`src/rtl/mep_pkg.sv`:
```
// ----------------------------------------------------------------------------
// mep_pkg: shared types and constants for modular exponentiation
// Prime modulus, Barrett reciprocal, operand widths and sequencer states.
// ----------------------------------------------------------------------------
package mep_pkg;

  localparam int unsigned EXP_BITS_DEF = 31;

  localparam int unsigned VAL_W  = 30;            // residue / base / power width
  localparam int unsigned OPND_W = 31;            // shared multiplier operand width
  localparam int unsigned PROD_W = 2 * OPND_W;    // shared multiplier product width
  localparam int unsigned RED_W  = 32;            // partial remainder width (< 3P)

  localparam logic [VAL_W-1:0]  PRIME_MOD  = 30'd1000000007;
  localparam logic [RED_W-1:0]  PRIME_X1   = 32'd1000000007;
  localparam logic [RED_W-1:0]  PRIME_X2   = 32'd2000000014;
  localparam logic [OPND_W-1:0] BARRETT_MU = 31'((64'd1 << 60) / 64'd1000000007);

  localparam logic [VAL_W-1:0]  VAL_ONE    = 30'd1;

  // modmul unit sequencer
  typedef enum logic [2:0] {
    MM_IDLE,
    MM_QEST,
    MM_QP,
    MM_SUB,
    MM_FIX
  } mm_state_t;

  // exponent sequencer
  typedef enum logic [2:0] {
    ST_IDLE,
    ST_SCAN,
    ST_SQR,
    ST_SQR_WAIT,
    ST_MUL,
    ST_MUL_WAIT,
    ST_DONE
  } exp_state_t;

endpackage

```
`src/rtl/mep_mulmod.sv`:
```
// ----------------------------------------------------------------------------
// mep_mulmod: multi-cycle modular multiplier
// a*b mod P with one shared 31x31 multiplier: product, Barrett quotient
// estimate, quotient times P, subtract, final correction.
// ----------------------------------------------------------------------------
module mep_mulmod (
  input  logic                      clk,
  input  logic                      rst,
  input  logic                      start,
  input  logic [mep_pkg::VAL_W-1:0] a,
  input  logic [mep_pkg::VAL_W-1:0] b,
  output logic                      done,
  output logic [mep_pkg::VAL_W-1:0] result
);
  import mep_pkg::*;

  mm_state_t           state, state_next;
  logic [PROD_W-1:0]   prod, prod_next;
  logic [RED_W-1:0]    xlow, xlow_next;
  logic [RED_W-1:0]    r, r_next;
  logic [VAL_W-1:0]    result_next;
  logic                done_next;
  logic [OPND_W-1:0]   op_x, op_y;
  logic [PROD_W-1:0]   mult;

  assign mult = op_x * op_y;

  always_ff @(posedge clk) begin
    if (rst) begin
      state <= MM_IDLE;
      done  <= 1'b0;
    end else begin
      state <= state_next;
      done  <= done_next;
    end
  end

  always_ff @(posedge clk) begin
    prod   <= prod_next;
    xlow   <= xlow_next;
    r      <= r_next;
    result <= result_next;
  end

  always_comb begin
    state_next  = state;
    prod_next   = prod;
    xlow_next   = xlow;
    r_next      = r;
    result_next = result;
    done_next   = 1'b0;
    op_x        = {1'b0, a};
    op_y        = {1'b0, b};
    case (state)
      MM_IDLE: begin
        if (start) begin
          prod_next  = mult;
          state_next = MM_QEST;
        end
      end
      MM_QEST: begin
        // q = ((x >> 29) * mu) >> 31, off by at most two
        op_x       = prod[59:29];
        op_y       = BARRETT_MU;
        xlow_next  = prod[RED_W-1:0];
        prod_next  = mult;
        state_next = MM_QP;
      end
      MM_QP: begin
        op_x       = prod[PROD_W-1:OPND_W];
        op_y       = {1'b0, PRIME_MOD};
        prod_next  = mult;
        state_next = MM_SUB;
      end
      MM_SUB: begin
        // remainder is below 3P, so 32 low bits are exact
        r_next     = xlow - prod[RED_W-1:0];
        state_next = MM_FIX;
      end
      MM_FIX: begin
        if (r >= PRIME_X2) begin
          result_next = VAL_W'(r - PRIME_X2);
        end else if (r >= PRIME_X1) begin
          result_next = VAL_W'(r - PRIME_X1);
        end else begin
          result_next = r[VAL_W-1:0];
        end
        done_next  = 1'b1;
        state_next = MM_IDLE;
      end
      default: begin
        state_next = MM_IDLE;
      end
    endcase
  end

endmodule

```
`src/rtl/modular_exponentiation_prime.sv`:
```
// ----------------------------------------------------------------------------
// modular_exponentiation_prime: base^exponent mod 1000000007
// Left-to-right square-and-multiply on one shared modular multiplier.
// ----------------------------------------------------------------------------
// One beat in gives one beat out: power = base^exponent mod 1000000007.
// Exponent 0 returns 1 and exponent 1 returns base untouched (not reduced);
// anything larger returns a fully reduced residue. For a modular inverse
// send exponent 1000000005. The block works on one item at a time and
// holds in_stall high until the result is in the output register, which
// can sit waiting on out_stall while the next beat is taken. Run time is
// set by the shared mep_mulmod unit: an item with exponent 0 or 1 does
// not use it; otherwise leading zero bits are skipped one per cycle,
// then each significant exponent bit costs one modular square and each
// one among them an extra modular multiply.
// ----------------------------------------------------------------------------
module modular_exponentiation_prime #(
  parameter int unsigned EXP_BITS = mep_pkg::EXP_BITS_DEF
) (
  input  logic                      clk,
  input  logic                      rst,
  input  logic                      in_valid,
  output logic                      in_stall,
  input  logic [mep_pkg::VAL_W-1:0] base,
  input  logic [EXP_BITS-1:0]       exponent,
  output logic                      out_valid,
  input  logic                      out_stall,
  output logic [mep_pkg::VAL_W-1:0] power
);
  import mep_pkg::*;

  localparam int unsigned CNT_W = $clog2(EXP_BITS + 1);

  exp_state_t          state, state_next;
  logic                out_valid_next;
  logic [VAL_W-1:0]    breg, breg_next;     // base held for the multiply step
  logic [EXP_BITS-1:0] ereg, ereg_next;     // exponent, MSB is the current bit
  logic [CNT_W-1:0]    cnt, cnt_next;       // exponent bits still to process
  logic [VAL_W-1:0]    acc, acc_next;       // running power
  logic [VAL_W-1:0]    power_next;

  logic                mm_start;
  logic [VAL_W-1:0]    mm_a, mm_b;
  logic                mm_done;
  logic [VAL_W-1:0]    mm_result;

  // square uses acc twice, multiply step pairs acc with the base
  assign mm_a = acc;
  assign mm_b = (state == ST_MUL) ? breg : acc;

  mep_mulmod u_mulmod (
    .clk    (clk),
    .rst    (rst),
    .start  (mm_start),
    .a      (mm_a),
    .b      (mm_b),
    .done   (mm_done),
    .result (mm_result)
  );

  always_ff @(posedge clk) begin
    if (rst) begin
      state     <= ST_IDLE;
      out_valid <= 1'b0;
    end else begin
      state     <= state_next;
      out_valid <= out_valid_next;
    end
  end

  always_ff @(posedge clk) begin
    breg  <= breg_next;
    ereg  <= ereg_next;
    cnt   <= cnt_next;
    acc   <= acc_next;
    power <= power_next;
  end

  always_comb begin
    state_next     = state;
    breg_next      = breg;
    ereg_next      = ereg;
    cnt_next       = cnt;
    acc_next       = acc;
    power_next     = power;
    mm_start       = 1'b0;
    in_stall       = (state != ST_IDLE);
    out_valid_next = out_valid;

    // output beat taken
    if (out_valid && !out_stall) begin
      out_valid_next = 1'b0;
    end

    case (state)
      ST_IDLE: begin
        if (in_valid) begin
          breg_next = base;
          if (exponent == '0) begin
            acc_next   = VAL_ONE;
            state_next = ST_DONE;
          end else if (exponent == EXP_BITS'(1)) begin
            // passed through as given, no reduction
            acc_next   = base;
            state_next = ST_DONE;
          end else begin
            ereg_next  = exponent;
            cnt_next   = CNT_W'(EXP_BITS);
            acc_next   = VAL_ONE;
            state_next = ST_SCAN;
          end
        end
      end
      ST_SCAN: begin
        // drop leading zeros: squaring 1 leaves 1
        if (ereg[EXP_BITS-1]) begin
          state_next = ST_SQR;
        end else begin
          ereg_next = ereg << 1;
          cnt_next  = cnt - CNT_W'(1);
        end
      end
      ST_SQR: begin
        if (cnt == '0) begin
          state_next = ST_DONE;
        end else begin
          mm_start   = 1'b1;
          state_next = ST_SQR_WAIT;
        end
      end
      ST_SQR_WAIT: begin
        if (mm_done) begin
          acc_next = mm_result;
          if (ereg[EXP_BITS-1]) begin
            state_next = ST_MUL;
          end else begin
            ereg_next  = ereg << 1;
            cnt_next   = cnt - CNT_W'(1);
            state_next = ST_SQR;
          end
        end
      end
      ST_MUL: begin
        mm_start   = 1'b1;
        state_next = ST_MUL_WAIT;
      end
      ST_MUL_WAIT: begin
        if (mm_done) begin
          acc_next   = mm_result;
          ereg_next  = ereg << 1;
          cnt_next   = cnt - CNT_W'(1);
          state_next = ST_SQR;
        end
      end
      ST_DONE: begin
        // output register free or emptying this cycle
        if (!out_valid || !out_stall) begin
          power_next     = acc;
          out_valid_next = 1'b1;
          state_next     = ST_IDLE;
        end
      end
      default: begin
        state_next = ST_IDLE;
      end
    endcase
  end

endmodule
```
`config.mk`:
```
export PLATFORM = sky130hd
export DESIGN_NAME = modular_exponentiation_prime
export DESIGN_NICKNAME = d
export VERILOG_FILES = /design/src/rtl/mep_pkg.sv /design/src/rtl/mep_mulmod.sv /design/src/rtl/modular_exponentiation_prime.sv
export SDC_FILE = /design/constraint.sdc
export NUM_CORES = 2
export LEC_CHECK = 0
export BUFFER_PORTS_ARGS = -buffer_cell sky130_fd_sc_hd__buf_2
export CORE_ASPECT_RATIO = 1.4
export CORE_MARGIN = 2
export CORE_UTILIZATION = 35
export CTS_CLUSTER_SIZE = 28
export DETAILED_ROUTE_END_ITERATION = 6
export GPL_TIMING_DRIVEN = 0
export PLACE_DENSITY = 0.47
export SETUP_SLACK_MARGIN = 0.02
export SLEW_MARGIN = 20
export SYNTH_ARGS = -nofsm -noshare
export SYNTH_HDL_FRONTEND = slang
export SYNTH_SLANG_ARGS = --single-unit
```
`constraint.sdc`:
```
create_clock -name clk -period 18.5 [get_ports clk]
set_input_delay 2.775 -clock clk [delete_from_list [all_inputs] [get_ports clk]]
set_output_delay 2.775 -clock clk [all_outputs]
set_load 0.05 [all_outputs]
```
=== Word level (Yosys, flattened, before mapping) ===
Index checks and enable logic that the tools add are counted.
Widths: inputs -> output; s select.

* Reduce and logical (&&, ||, !) cells: 20
* Muxes and demuxes: 44
* Add/subtract/negate cells: 4
* Magnitude comparators: 2
* Eq/ne operators: 20
* Multipliers: 1

{| class="wikitable"
|+ Operators by type and width
! operator !! number
|-
| $mux 30 || 7
|-
| $mux 31 || 6
|-
| $pmux 31 s2 || 2
|-
| $pmux 31 s4 || 1
|-
| $pmux 62 s2 || 1
|-
| $mul 31x31->62 || 1
|-
| $mux 62 || 1
|-
| $pmux 30 s2 || 1
|-
| $sub 30x30->30 const B || 2
|-
| $ge 32x30->1 const B || 1
|-
| $ge 32x31->1 const B || 1
|-
| $sub 32x32->32 || 1
|-
| $eq 31x1->1 const B || 1
|-
| $logic_not 31->1 || 1
|-
| $mux 3 || 10
|-
| $mux 5 || 6
|-
| $pmux 3 s7 || 1
|-
| $pmux 5 s4 || 1
|-
| $eq 3x2->1 const B || 4
|-
| $eq 3x3->1 const B || 4
|-
| $ne 2x2->1 const B || 6
|-
| $pmux 3 s4 || 1
|-
| $eq 3x1->1 const B || 2
|-
| $logic_not 3->1 || 2
|-
| other kinds (16) || 27
|}

* Input port bits: 65
* Register bits: 290
* Output and inout bits: 32
* Word-level logic and storage cells: 104

=== Longest topological paths before layout ===
* Depth in word-level cells: 6
* Mapped depth: 37
* Mapped depth without buffers: 33

=== By module ===
From an unflattened synthesis, not the netlist that was laid out.

* Cells, all modules: 4620
* Area total of the unflattened synthesis: 43992.2 µm²

{| class="wikitable"
|+ Modules (own cells, without submodules)
! module !! sequential area each (µm²) !! instances !! cells each !! area an instance (µm²)
|-
| mep_mulmod || 4764.6 || 1 || 4226 || 38515.7
|-
| modular_exponentiation_prime || 3863.7 || 1 || 394 || 5476.5
|}

=== Worst setup path after synthesis ===
Ideal clock, no wire load.

* Path kind: reg2reg
* Start: reg u_mulmod.state[2]
* End: reg u_mulmod.prod[60], data pin
* Required time: 18.305 ns
* Buffers on the path: 4
* Path slack: 9.268 ns
* Cell stages (with the launch flop): 33
* Arrival time: 9.037 ns
* Library setup time: 0.195 ns
* Path through: dfxtp_1 -> clkbuf_1 -> nor2_2 -> nand2_1 -> inv_1 -> clkbuf_1 -> buf_1 -> nand2_1 -> nand2_1 -> nand2_1 -> fa_1 -> inv_1 -> fa_1 -> inv_1 -> fa_1 -> inv_1 -> fa_1 -> inv_1 -> fa_1 -> fa_1 -> fa_1 -> fa_1 -> inv_1 -> ha_1 -> buf_6 -> a21o_1 -> o21bai_1 -> and2b_2 -> a211oi_1 -> o31ai_4 -> a31oi_1 -> or4b_1 -> o311ai_0

* Cells in the longest elaborated chain, start to end: 5

{| class="wikitable"
|+ RTL lines
! element !! RTL line !! RTL
|-
| from (decl) || mep_mulmod.sv:17 || <nowiki>mm_state_t state, state_next;</nowiki>
|-
| from (signal assigned) || mep_mulmod.sv:33 || <nowiki>state <= state_next;</nowiki>
|-
| $eq 3x2->1 / $eq 3x1->1 (equally long branches) || mep_mulmod.sv:54 || <nowiki>case (state)</nowiki>
|-
| $pmux 31 s2 || mep_mulmod.sv:54 ||
|-
| $mul 31x31->62 * || mep_mulmod.sv:26 || <nowiki>assign mult = op_x * op_y;</nowiki>
|-
| net u_mulmod.mult[60] || mep_mulmod.sv:24 || <nowiki>logic [PROD_W-1:0] mult;</nowiki>
|-
| $mux 62 || mep_mulmod.sv:56 || <nowiki>if (start) begin</nowiki>
|-
| $pmux 62 s2 * || mep_mulmod.sv:54 ||
|-
| to (signal assigned) || mep_mulmod.sv:39 || <nowiki>prod <= prod_next;</nowiki>
|-
| to (decl) || mep_mulmod.sv:18 || <nowiki>logic [PROD_W-1:0] prod, prod_next;</nowiki>
|}

Mark *: on every way through the listed nets, which the timed path passes. The rest lies on a longest branch. The select of a mux whose other input is x is not followed.
A chain may end at the register's enable or synchronous reset.

=== Worst setup path after layout ===
* Start: reg u_mulmod.state[2]
* End: reg u_mulmod.prod[57], data pin

The elaborated chain is that of the path after synthesis.

==> out/qor.yml <==
maxSlewViolCount: 0
cpLargestDelayFamily: "adder cells"
path_class: "reg2reg"
htreeDepth: 1
ys_ff_latch: 290
synth_edf_count: 282
layout-drive-gt1-share_pct: 5.95
drtIter0Drc: 3170
grt.total_usage_pct: 31.3
ys_top_cells_by_area: "fa_1 (38%), edfxtp_1 (19%), ha_1 (8.2%), inv_1 (7.2%), nand2_1 (5.3%)"
core_area_sq_mm: 0.125
multiInputGateArea_sq_mm: 0.0316
tritoncts: "yes"
fillers: 12900
min_period_over_period_pct: 71.6
wl_um: 201000
vias_per_cell: 5.48
antenna_left: 0
grt_setup_unrepaired: "false"
setup_viol: 0
skew_ps: 22.0
die_y_um: 424
hp-class: "reg2reg"
synth_common_cells: "inv_1 (850), fa_1 (838), nand2_1 (623)"
max_stage_delay_ps: 930
overflow: 0
gp_congestion: 1.04
drc: 0
period_minus_slack_ps: 13240
worstPathArrival_ps: 13570
ys_seq_area_share_pct: 19.5
crit_path_frequent_cell: "fa_1"
async_flop_share_pct: 0
max-slew-margin-rel_pct: 14.8
yosysUniqueCellTypes: 92
dieWidth_um: 304
numCtsBuffers: 31
path_max_fanout: 10
register_area_sq_mm: 0.00863
clk_latency_ps: 610
design.die.area_sq_mm: 0.129
synth_flop_cell: "edfxtp_1"
fin_tns_setup_ps: 0
yosys.cell_count.top_type: "inv_1"
io_pins: 97
fmax_ghz: 0.0755
wl_per_cell_um: 31.4
tightest_slew_ps: 1280
cts_resized: 0
cts_sinks: 290
root_buffer: "clkbuf_16"
area_growth_pct: 9.53
layout.nets: 5927
cts_setup_buffers: 0
outcome: "finished clean"
vias: 35100
clk_pin_slew_ps: 70
crit_buf_inv: 6
dr.pass1.iters: 6
yosys.area.top_type_share_pct: 38.0
startpoint_type: "register"
synth_area_leader_cell: "fa_1"
dp_hpwl_um: 168000
critPathRequiredTime_ps: 18820
cts_hold_buf: 0
syn_avg_cell_area_sq_um: 9.67
synth_area_sq_mm: 0.0441
cts_buffer_depth: 3
grt_max_degree: 29
rows: 154
grt_pass1_wl_um: 280000
grt_pass1_vias: 37200
ys_warn_count: 0
hold_viol_final: 0
slowest_stage: "a22oi_1"
start_util_pct: 35.2
io_buffers: 96
endpoint_kind: "register"
drv_cap: 0
syn_inst: 4567
antenna_found_initial: 11
[worst register-to-register path, delay by kind of cell, from the launching register on]
| kind | cells | cell delay (ps) |
|---|---|---|
| compound gates | 4 | 2610 |
| simple gates | 9 | 3890 |
| flops | 1 | 300 |
| fa+ha+maj | 9 | 4780 |
| buf+inv | 6 | 1360 |
[final cells by class]
class,count,share of cell area (%)
Buffer,202,1.87
Timing Repair Buffer,130,1.89
Inverter,850,6.60
Multi-Input combinational cell,3229,65.4
Clock buffer,38,1.66
Clock inverter,18,0.543
Antenna cell,1,0.00518
Sequential cell,290,17.8
Tap cell,1638,4.24
[sequential cells by signal, indices dropped and copies added (netlist names), 5 cells and up]
register and count:
cnt 5, breg 30, ereg 31, acc 30, power 30, u_mulmod.r 32
u_mulmod.xlow 32, u_mulmod.prod 62, u_mulmod.result 30
[stage by stage]
step                worst slack (ps)  utilization, %  instances  hold slack (ps)  area, sq um
global route                    5250            38.5       6395              489        48300
CTS                             5580            38.5       6394              466        48300
global placement                4430            37.2       6305              436        46700
finish                          5260            38.5       6396              460        48400
floorplan                       9270               -       4571              426        44200
detailed placement              5640            37.7       6338              439        47300
[layer usage]
metal  track usage (%)  wire (um)
met5                 0         39
met4              21.4      17100
met3              4.14      13300
met2              52.0      94500
met1              37.8      75700
[placed cells by master (no fill, tap or decap), drive strengths merged, types with 22 or more instances in the layout]
| cell type | netlist | final |
|---|---|---|
| inv | 850 | 852 |
| fa | 838 | 838 |
| nand2 | 623 | 623 |
| nor2 | 544 | 544 |
| ha | 290 | 290 |
| edfxtp | 282 | 282 |
| clkbuf | 161 | 200 |
| a21oi | 168 | 168 |
| buf | 37 | 166 |
| a22o | 83 | 83 |
| xnor2 | 82 | 82 |
| o21ai | 76 | 76 |
| a21o | 62 | 62 |
| mux2i | 32 | 32 |
| nand2b | 32 | 32 |
| and3 | 31 | 31 |
| xor2 | 31 | 31 |
| nand3 | 30 | 30 |
| nor3 | 29 | 29 |
| a22oi | 28 | 28 |
| nand4 | 25 | 25 |
| o21bai | 23 | 23 |
| and2 | 22 | 22 |
[worst paths after layout]
| kind | start | to | slack, ps | depth (start not counted) |
|---|---|---|---|---|
| setup reg to reg | u_mulmod.state[2] | u_mulmod.prod[57] | 5260 | 28 |
| setup / recovery | u_mulmod.state[2] | u_mulmod.prod[57] | 5260 | 28 |
| hold / removal | u_mulmod.prod[9] | u_mulmod.xlow[9] | 460 | 0 |
| hold reg to reg | u_mulmod.prod[9] | u_mulmod.xlow[9] | 460 | 0 |
[cell families after synthesis]
family	share of synthesized area (%)
simple gates	13.2
fa+ha+maj	46.2
buf+inv	9.25
compound gates	8.79
flops	19.5
xor+xnor	2.24
mux	0.726
other cells	0.0170
Power is not shown: default switching activity piles up to over one toggle a cycle in this logic, so the estimate is an artifact.
